--- src/rtl/krgt_pkg.sv ---
// Package for the keyed reference count table: sizes, codes and shared types.
// Used by every module of the block; depends on nothing.
package krgt_pkg;

   localparam int SLOTS         = 4;
   localparam int COUNT_BITS    = 8;
   localparam int BOARD_BITS    = 8;
   localparam int PORT_BITS     = 8;
   localparam int SLOT_IDX_BITS = (SLOTS > 1) ? $clog2(SLOTS) : 1;
   localparam int FIELD_BITS    = 8;

   localparam logic [1:0] REQ_ACQUIRE = 2'd0;
   localparam logic [1:0] REQ_RELEASE = 2'd1;
   localparam logic [1:0] REQ_QUERY   = 2'd2;
   localparam logic [1:0] REQ_SPARE   = 2'd3;

   localparam logic [1:0] STATUS_DONE      = 2'd0;
   localparam logic [1:0] STATUS_FULL      = 2'd1;
   localparam logic [1:0] STATUS_SATURATED = 2'd2;
   localparam logic [1:0] STATUS_NO_REF    = 2'd3;

   typedef logic [SLOT_IDX_BITS-1:0] slot_idx_type;

   typedef struct packed {
      logic         hit;
      slot_idx_type hit_idx;
      logic         free;
      slot_idx_type free_idx;
   } match_type;

   typedef struct packed {
      logic                  needed;
      logic [FIELD_BITS-1:0] ref_count;
      logic [1:0]            status;
   } result_type;

   function automatic logic [FIELD_BITS-1:0] count_to_field(
      input logic [COUNT_BITS-1:0] cnt
   );
      logic [COUNT_BITS+FIELD_BITS-1:0] wide;
      wide = {{FIELD_BITS{1'b0}}, cnt};
      return wide[FIELD_BITS-1:0];
   endfunction

endpackage

--- src/rtl/krgt_match.sv ---
// Parallel key compare and free slot search for the reference count table.
// Depends on krgt_pkg.
module krgt_match
   import krgt_pkg::*;
(
   input  logic [SLOTS-1:0]                 slot_used,
   input  logic [SLOTS-1:0][BOARD_BITS-1:0] slot_board,
   input  logic [SLOTS-1:0][PORT_BITS-1:0]  slot_port,
   input  logic [BOARD_BITS-1:0]            board_number,
   input  logic [PORT_BITS-1:0]             port_number,
   output match_type                        match
);

   always_comb begin
      match = '0;
      for (int i = SLOTS - 1; i >= 0; i--) begin
         if (slot_used[i] && slot_board[i] == board_number
             && slot_port[i] == port_number) begin
            match.hit     = 1'b1;
            match.hit_idx = SLOT_IDX_BITS'(i);
         end
         if (!slot_used[i]) begin
            match.free     = 1'b1;
            match.free_idx = SLOT_IDX_BITS'(i);
         end
      end
   end

endmodule

--- src/rtl/krgt_table.sv ---
// Slot storage and single-pass update of the reference count table.
// Depends on krgt_pkg and krgt_match.
module krgt_table
   import krgt_pkg::*;
(
   input  logic                  clock,
   input  logic                  reset,
   input  logic                  upd_en,
   input  logic [1:0]            req_type,
   input  logic [BOARD_BITS-1:0] board_number,
   input  logic [PORT_BITS-1:0]  port_number,
   output result_type            result
);

   localparam logic [COUNT_BITS-1:0] COUNT_MAX = '1;

   logic [SLOTS-1:0]                 used_ff;
   logic [SLOTS-1:0][BOARD_BITS-1:0] board_ff;
   logic [SLOTS-1:0][PORT_BITS-1:0]  port_ff;
   logic [COUNT_BITS-1:0]            count_ff [SLOTS];

   match_type             match;
   logic                  wr_en;
   slot_idx_type          wr_idx;
   logic [COUNT_BITS-1:0] cur_count;
   logic [COUNT_BITS-1:0] count_in;
   logic [1:0]            status;

   krgt_match u_match (
      .slot_used    (used_ff),
      .slot_board   (board_ff),
      .slot_port    (port_ff),
      .board_number (board_number),
      .port_number  (port_number),
      .match        (match)
   );

   always_comb begin
      wr_en     = 1'b0;
      wr_idx    = match.hit ? match.hit_idx : match.free_idx;
      cur_count = match.hit ? count_ff[match.hit_idx] : '0;
      count_in  = cur_count;
      status    = STATUS_DONE;
      unique case (req_type)
         REQ_ACQUIRE: begin
            if (!match.hit && !match.free) begin
               status = STATUS_FULL;
            end else begin
               wr_en = 1'b1;
               if (cur_count == COUNT_MAX) begin
                  status = STATUS_SATURATED;
               end else begin
                  count_in = cur_count + COUNT_BITS'(1);
               end
            end
         end
         REQ_RELEASE: begin
            if (match.hit && cur_count != '0) begin
               wr_en    = 1'b1;
               count_in = cur_count - COUNT_BITS'(1);
            end else begin
               status = STATUS_NO_REF;
            end
         end
         REQ_QUERY, REQ_SPARE: begin
            status = STATUS_DONE;
         end
         default: begin
            status = STATUS_DONE;
         end
      endcase
      result.needed    = (count_in != '0);
      result.ref_count = count_to_field(count_in);
      result.status    = status;
   end

   always_ff @(posedge clock) begin
      if (reset) begin
         used_ff <= '0;
         for (int i = 0; i < SLOTS; i++) begin
            count_ff[i] <= '0;
         end
      end else if (upd_en && wr_en) begin
         used_ff[wr_idx]  <= 1'b1;
         count_ff[wr_idx] <= count_in;
      end
   end

   always_ff @(posedge clock) begin
      if (upd_en && wr_en) begin
         board_ff[wr_idx] <= board_number;
         port_ff[wr_idx]  <= port_number;
      end
   end

endmodule

--- src/rtl/keyed_refcount_gate_table_top.sv ---
// A request is taken into the input register, and its result then into the response register.
// Throughput: one request per cycle while the response is not stalled; the table updates in one pass per request.
// A stalled response holds the input register, so one more request is buffered.
// Reset (synchronous, active high) clears the valid flags, all slot used flags and counts.
// Top level of the keyed reference count table. Depends on krgt_pkg, krgt_table.
module keyed_refcount_gate_table_top
   import krgt_pkg::*;
(
   input  logic        clock,
   input  logic        reset,
   input  logic        req_tvalid,
   output logic        req_tready,
   input  logic [15:0] req_tdata,  // board_number[7:0], port_number[15:8]
   input  logic [1:0]  req_tuser,  // req_type[1:0]
   output logic        rsp_tvalid,
   input  logic        rsp_tready,
   output logic [15:0] rsp_tdata   // needed[0], ref_count[8:1], status[10:9], zero[15:11]
);

   logic                  in_valid_ff;
   logic [1:0]            in_type_ff;
   logic [BOARD_BITS-1:0] in_board_ff;
   logic [PORT_BITS-1:0]  in_port_ff;
   logic                  rsp_valid_ff;
   result_type            rsp_ff;
   result_type            result;
   logic                  advance;
   logic                  in_valid_in;

   assign advance     = !rsp_valid_ff || rsp_tready;
   assign req_tready  = !in_valid_ff || advance;
   assign in_valid_in = req_tready ? req_tvalid : in_valid_ff;

   krgt_table u_table (
      .clock        (clock),
      .reset        (reset),
      .upd_en       (in_valid_ff && advance),
      .req_type     (in_type_ff),
      .board_number (in_board_ff),
      .port_number  (in_port_ff),
      .result       (result)
   );

   always_ff @(posedge clock) begin
      if (reset) begin
         in_valid_ff  <= 1'b0;
         rsp_valid_ff <= 1'b0;
      end else begin
         in_valid_ff <= in_valid_in;
         if (advance) begin
            rsp_valid_ff <= in_valid_ff;
         end
      end
   end

   always_ff @(posedge clock) begin
      if (req_tready && req_tvalid) begin
         in_type_ff  <= req_tuser;
         in_board_ff <= req_tdata[BOARD_BITS-1:0];
         in_port_ff  <= req_tdata[8 +: PORT_BITS];
      end
      if (advance && in_valid_ff) begin
         rsp_ff <= result;
      end
   end

   assign rsp_tvalid = rsp_valid_ff;
   assign rsp_tdata  = {5'b0, rsp_ff.status, rsp_ff.ref_count, rsp_ff.needed};

endmodule

--- config.mk ---
export PLATFORM = sky130hd
export DESIGN_NAME = keyed_refcount_gate_table_top
export DESIGN_NICKNAME = d
export VERILOG_FILES = /design/src/rtl/krgt_pkg.sv /design/src/rtl/krgt_match.sv /design/src/rtl/krgt_table.sv /design/src/rtl/keyed_refcount_gate_table_top.sv
export SDC_FILE = /design/constraint.sdc
export NUM_CORES = 1
export LEC_CHECK = 0
export BUFFER_PORTS_ARGS = -buffer_cell sky130_fd_sc_hd__buf_4
export CORE_MARGIN = 2
export CORE_UTILIZATION = 60
export CTS_BUF_LIST = sky130_fd_sc_hd__clkbuf_2 sky130_fd_sc_hd__clkbuf_4 sky130_fd_sc_hd__clkbuf_8
export DETAILED_ROUTE_END_ITERATION = 8
export HOLD_SLACK_MARGIN = 0.15
export MAX_ROUTING_LAYER = met4
export PLACE_DENSITY_LB_ADDON = 0.1
export SLEW_MARGIN = 20
export SYNTH_ARGS = -nofsm -noshare
export SYNTH_HDL_FRONTEND = slang
export SYNTH_SLANG_ARGS = --single-unit
--- constraint.sdc ---
create_clock -name clock -period 6.8 [get_ports clock]
set_input_delay 0.34 -clock clock [delete_from_list [all_inputs] [get_ports clock]]
set_output_delay 0.34 -clock clock [all_outputs]
set_load 0.01 [all_outputs]
# --- Yosys cells after proc, flatten, opt, wreduce, memory -nomap -nowiden ---
# Memory sizes are Yosys's and may differ from the RTL's.
# Cells that the tools add are included.
totals:
  regBits: 99
  ram_bits: 32
  in_bits: 22
  output_inout_bits: 18
  wordCells: 95
  n_memories: 1
mem_list:
  columns: ["memory", "words", "width", "rd", "rd_clocked_by_memory_dff", "write_ports", "line", "text"]
  rows:
  - ["u_table.count_ff", 4, 8, 1, 0, 4, "krgt_table.sv:20", "logic [COUNT_BITS-1:0] count_ff [SLOTS];"]
op_classes:
  addsub: 2
  n_lt_le_gt_ge: 2
  n_eq_ne: 12
  n_mux: 35
  bitwise_logic: 1
  reduce_logical: 25
ops:
  columns: ["operator", "n"]
  rows:
  - ["32-bit bitwise mux", 2]
  - ["8-bit == test", 8]
  - ["8-bit two-way mux", 6]
  - ["3-bit two-way mux", 8]
  - ["8-bit demux with 2-bit select", 1]
  - ["8-bit case mux with 2 select lines", 1]
  - ["8-bit nonzero test", 2]
  - ["1-bit logical AND", 14]
  - ["2-bit two-way mux", 5]
  - ["1-bit two-way mux", 9]
  - ["8-bit by 1-bit adder with 8-bit output, second input constant", 1]
  - ["8-bit == test, second input constant", 1]
  - ["8-bit OR reduction", 1]
  - ["8-bit by 1-bit subtractor with 8-bit output, second input constant", 1]
  - ["2-bit case mux with 3 select lines", 1]
  - ["2-bit == test, second input constant", 2]
  - ["1-bit logical NOT", 4]
  - ["4-bit OR", 1]
  - ["2-bit by 3-bit < comparator with 1-bit output, second input constant", 1]
  - ["1-bit demux with 2-bit select", 1]
  - ["2-bit by 1-bit == test with 1-bit output, second input constant", 1]
  - ["2-bit by 1-bit >= comparator with 1-bit output, second input constant", 1]
  - ["2-bit logical NOT", 1]
  - ["1-bit logical OR", 2]
  - ["2 further kinds", 2]

# --- Longest topological paths before layout ---
# An unclocked memory read counts as a cell.
depth:
  depth_word: 19
  mapped_depth: 23
  ltp_nobuf: 18

# --- Cells and area by module ---
# A second synthesis with hierarchy kept.
unflattened:
  hier_cells: 429
  area_unflattened_um2: 5974.5
by_module_without_submodules:
  columns: ["module", "n_inst", "cells_each", "area_each_um2", "seq_area_each_um2"]
  rows:
  - ["krgt_table", 1, 284, 4179.0, 2962.8]
  - ["keyed_refcount_gate_table_top", 1, 45, 1016.0, 910.9]
  - ["krgt_match", 1, 100, 779.5, 0.0]

# --- Least setup slack after synthesis ---
# OpenSTA, ideal clock, no wires.
synth_timing:
  path_type: "flip-flop to flip-flop"
  from: "register in_port_ff[6]"
  to: "memory u_table.count_ff[1][0] (enable)"
  t_arrival_ns: 5.193
  required_ns: 6.488
  setup_slack_ns: 1.295
  stages_incl_launch_ff: 20
  path_buffers: 3
  period_less_slack_ns: 5.505
  cell_sequence: "edfxtp_1 > xor2_1 > nor4_2 > nand2_1 > or4_1 > buf_2 > buf_6 > o311a_1 > o22ai_1 > and2_1 > inv_1 > ha_1 > o21ai_0 > a21oi_1 > or4b_4 > buf_6 > o211ai_1 > a21oi_1 > nor3b_1 > or2_2"
synth_lines:
  columns: ["element", "line", "text"]
  rows:
  - ["from (decl)", "keyed_refcount_gate_table_top.sv:23", "logic [PORT_BITS-1:0] in_port_ff;"]
  - ["from (signal assigned)", "keyed_refcount_gate_table_top.sv:60", "in_port_ff <= req_tdata[8 +: PORT_BITS];"]
  - ["to (decl)", "krgt_table.sv:20", null]

==> results.ini <==
[critical_path]
worstSetupStartpointType = register
reg2reg_depth = 18
reg2reg_slack_ns = 1.11
crit_fanout = 17
reg2reg_from = in_board_ff[3]
cp_slowest_cell = or4_1
slowest_delay_ns = 0.85
worst_setup_path_end_kind = register
cp.arrival_ns = 5.99
reg2reg_to = u_table.count_ff[2][0]
crit_chain = xor2_1 -> nor4_2 -> nand2_1 -> or4_1 -> o311a_1 -> o22ai_1 -> and2_1 -> inv_1 -> ha_1 -> o21ai_0 -> a21oi_1 -> or4b_4 -> o211ai_1 -> a21oi_1 -> nand3_1 -> inv_1 -> nand2b_1 -> nor2_1
required_ns = 7.10
critPathKind = register to register

[clock_network]
clockRootBuffer = clkbuf_8
cts_made_buffers = 17
cts_resized = 0
cts_htree_levels = 4
clock_latency_ns = 0.45
clockBufferDepth = 2
hold_buffers = 21
post-cts-setup-buffers = 0
cts_sinks = 131
clk_pin_slew_ns = 0.08
cts_tree = done

[sta]
fin_crit_sh = 0.8375
setup_tns_ns = 0
maxSlewViolCount = 0
setup_violations = 0
finalHoldViolCount = 0
relSlewSlack = 0.3366
grt_setup_unrepaired = false
layout_setup_ws_ns = 1.105
min_period_ns = 5.695
skew_ns = 0.01134
fmax_mhz = 175.6
tightest_slew_ns = 0.9951
holdWs_ns = 0.2473

[floorplanning]
core_um2 = 10790
die_w_um = 108.9
die_y_um = 108.9
dieArea_um2 = 11850
pin_count = 40
initial_core_util = 0.6113
rows = 38

[drt]
drtPass1Iterations = 5
wire_per_inst_um = 21.96
viasPerCell = 6.146
drc = 0
drt-total-wl_um = 17130
dr.first_iter.drc_count = 591
vias = 4794
drtAntennaViolNets = 0

[logic_synthesis]
synth_compound_area_frac = 0.1218
synth_top_family_by_area = simple AND/OR/NAND/NOR gates
synth_top_flop_cell = edfxtp_1
async_reset_ff_frac = 0
synthSimpleGateAreaFrac = 0.1661
ys_warn_count = 0
seq_area_frac_synth = 0.5871
synth.mux.area_fraction = 0.004931
syn_area_um2 = 6598
synth-xor-area-share = 0.07832
synthAdderAreaFrac = 0.005689
ys_types = 76
synth-seq-cells = 131
synth_edf_count = 125
synthCells = 558
postSynthAreaPerCell_um2 = 11.82

[min_path]
hold-path-cell-count = 4
hold_start = rsp_tready
min_to = rsp_tvalid
hold_path.class = input pin to register

[placed_design]
place_area_um2 = 7020
place_congestion = 0.9663
dp_slack_ns = 1.207
dpl.cell_count = 727
dp_hpwl_um = 11930
io_buffers = 34

[power]
p_per_area_nw_per_um2 = 217.6
ir_worst_vdd_mv = 0.2958
total_power_mw = 1.659
p_leak_nw = 2.625

[finish]
antenna_cells = 0
seq_area_um2 = 3874
syn_to_final_growth_pct = 15.51
drive_gt1_frac = 0.1766
final_area_um2 = 7621
final_core_util = 0.7061
final_common_cell = edfxtp_1
final_cells = 780
nNetsFinal = 652
nFillCells = 720
multi_input_area_um2 = 2510
final_cell_mix = edfxtp_1, nor2_1, buf_4

[global_route]
grt_overflow = 0
grt_pass1_vias = 4687
grt_first_pass_wirelength_um = 26160
track_usage = 0.3173
grt_max_degree = 19
antenna_found_initial = 0

[flow_run]
cap_viol_max_count = 0

[outcome]
status = completed

-- per-layer routing --
layer	vias to the layer above	GRT usage	part of all wire
met4	0	0.1200	0.022
li1	2222	-	-
met2	233	0.4650	0.45
met3	36	0.06993	0.072
met1	2303	0.4369	0.46
met5	-	-	0
-- how the worst max path moves through the flow --
stage	from	endpoint	cells after the start
after global placement	in_port_ff[6]	u_table.count_ff[2][6]	18
after floorplan	in_port_ff[6]	u_table.count_ff[1][0]	19
after CTS	in_board_ff[3]	u_table.count_ff[2][0]	18
after global routing	in_board_ff[3]	u_table.count_ff[2][0]	18
final	in_board_ff[3]	u_table.count_ff[2][0]	18
after detailed placement	in_board_ff[3]	u_table.count_ff[2][0]	18
-- critical path, delay by kind of cell, from the launching register on --
family,cells,cell delay (ns)
flip-flops,1,0.56
AO/OA/AOI/OAI,6,1.26
adder cells (fa/ha/maj),1,0.19
buffers and inverters,2,0.67
XOR/XNOR,1,0.24
AND/OR/NAND/NOR,8,2.61
-- layout make-up --
cell class              count  share of cell area
repair buffers             70             0.07585
well taps                 140             0.02298
clock inverters            14             0.01954
multi-input cells         382              0.3293
clock buffers              18             0.03169
inverters                  25             0.01231
flip-flops and latches    131              0.5083
-- cells in the mapped netlist (5+ instances only) --
cell type  count  area (um^2)
xor2_1        22        192.7
and2_1         5        31.28
nor2_1        58        217.7
clkbuf_1       6        22.52
nand2_1       37        138.9
buf_4          6        45.04
xnor2_1       37        324.1
o221a_2        5        56.30
dfxtp_1        6        120.1
nand3_1       20        100.1
nand4_1       22        137.6
a21oi_1       15        75.07
o311a_1        5        50.05
edfxtp_1     125         3754
o21ai_0       19        95.09
buf_2          9        45.04
nor4_1         5        31.28
o21a_1         6        45.04
inv_1         25        93.84
o21ai_1        5        25.02
a22oi_1        5        37.54
nor3_1         7        35.03
nand2b_1       9        56.30
nor2b_1        5        31.28
-- where the power goes --
part | total [mW] | switching, mW | internal [mW] | leakage, nW
logic | 0.0881 | 0.0474 | 0.0407 | 1.20
registers | 0.929 | 0.0258 | 0.903 | 1.24
clock network | 0.642 | 0.338 | 0.303 | 0.185
total | 1.66 | 0.412 | 1.25 | 2.62
-- kinds of logic after synthesis --
family / Yosys count
other cells: 1
mux: 3
simple gates: 205
flops: 131
buf+inv: 49
compound gates: 107
xor+xnor: 59
fa+ha+maj: 3
-- state kept, by name, indices dropped and copies added, names as in the netlist, 2 cells and up --
signal	count
u_table.port_ff	32
u_table.used_ff	4
u_table.board_ff	32
in_board_ff	8
in_port_ff	8
u_table.count_ff	32
rsp_tdata	11
in_type_ff	2
Power figures use the tool's default switching activity.
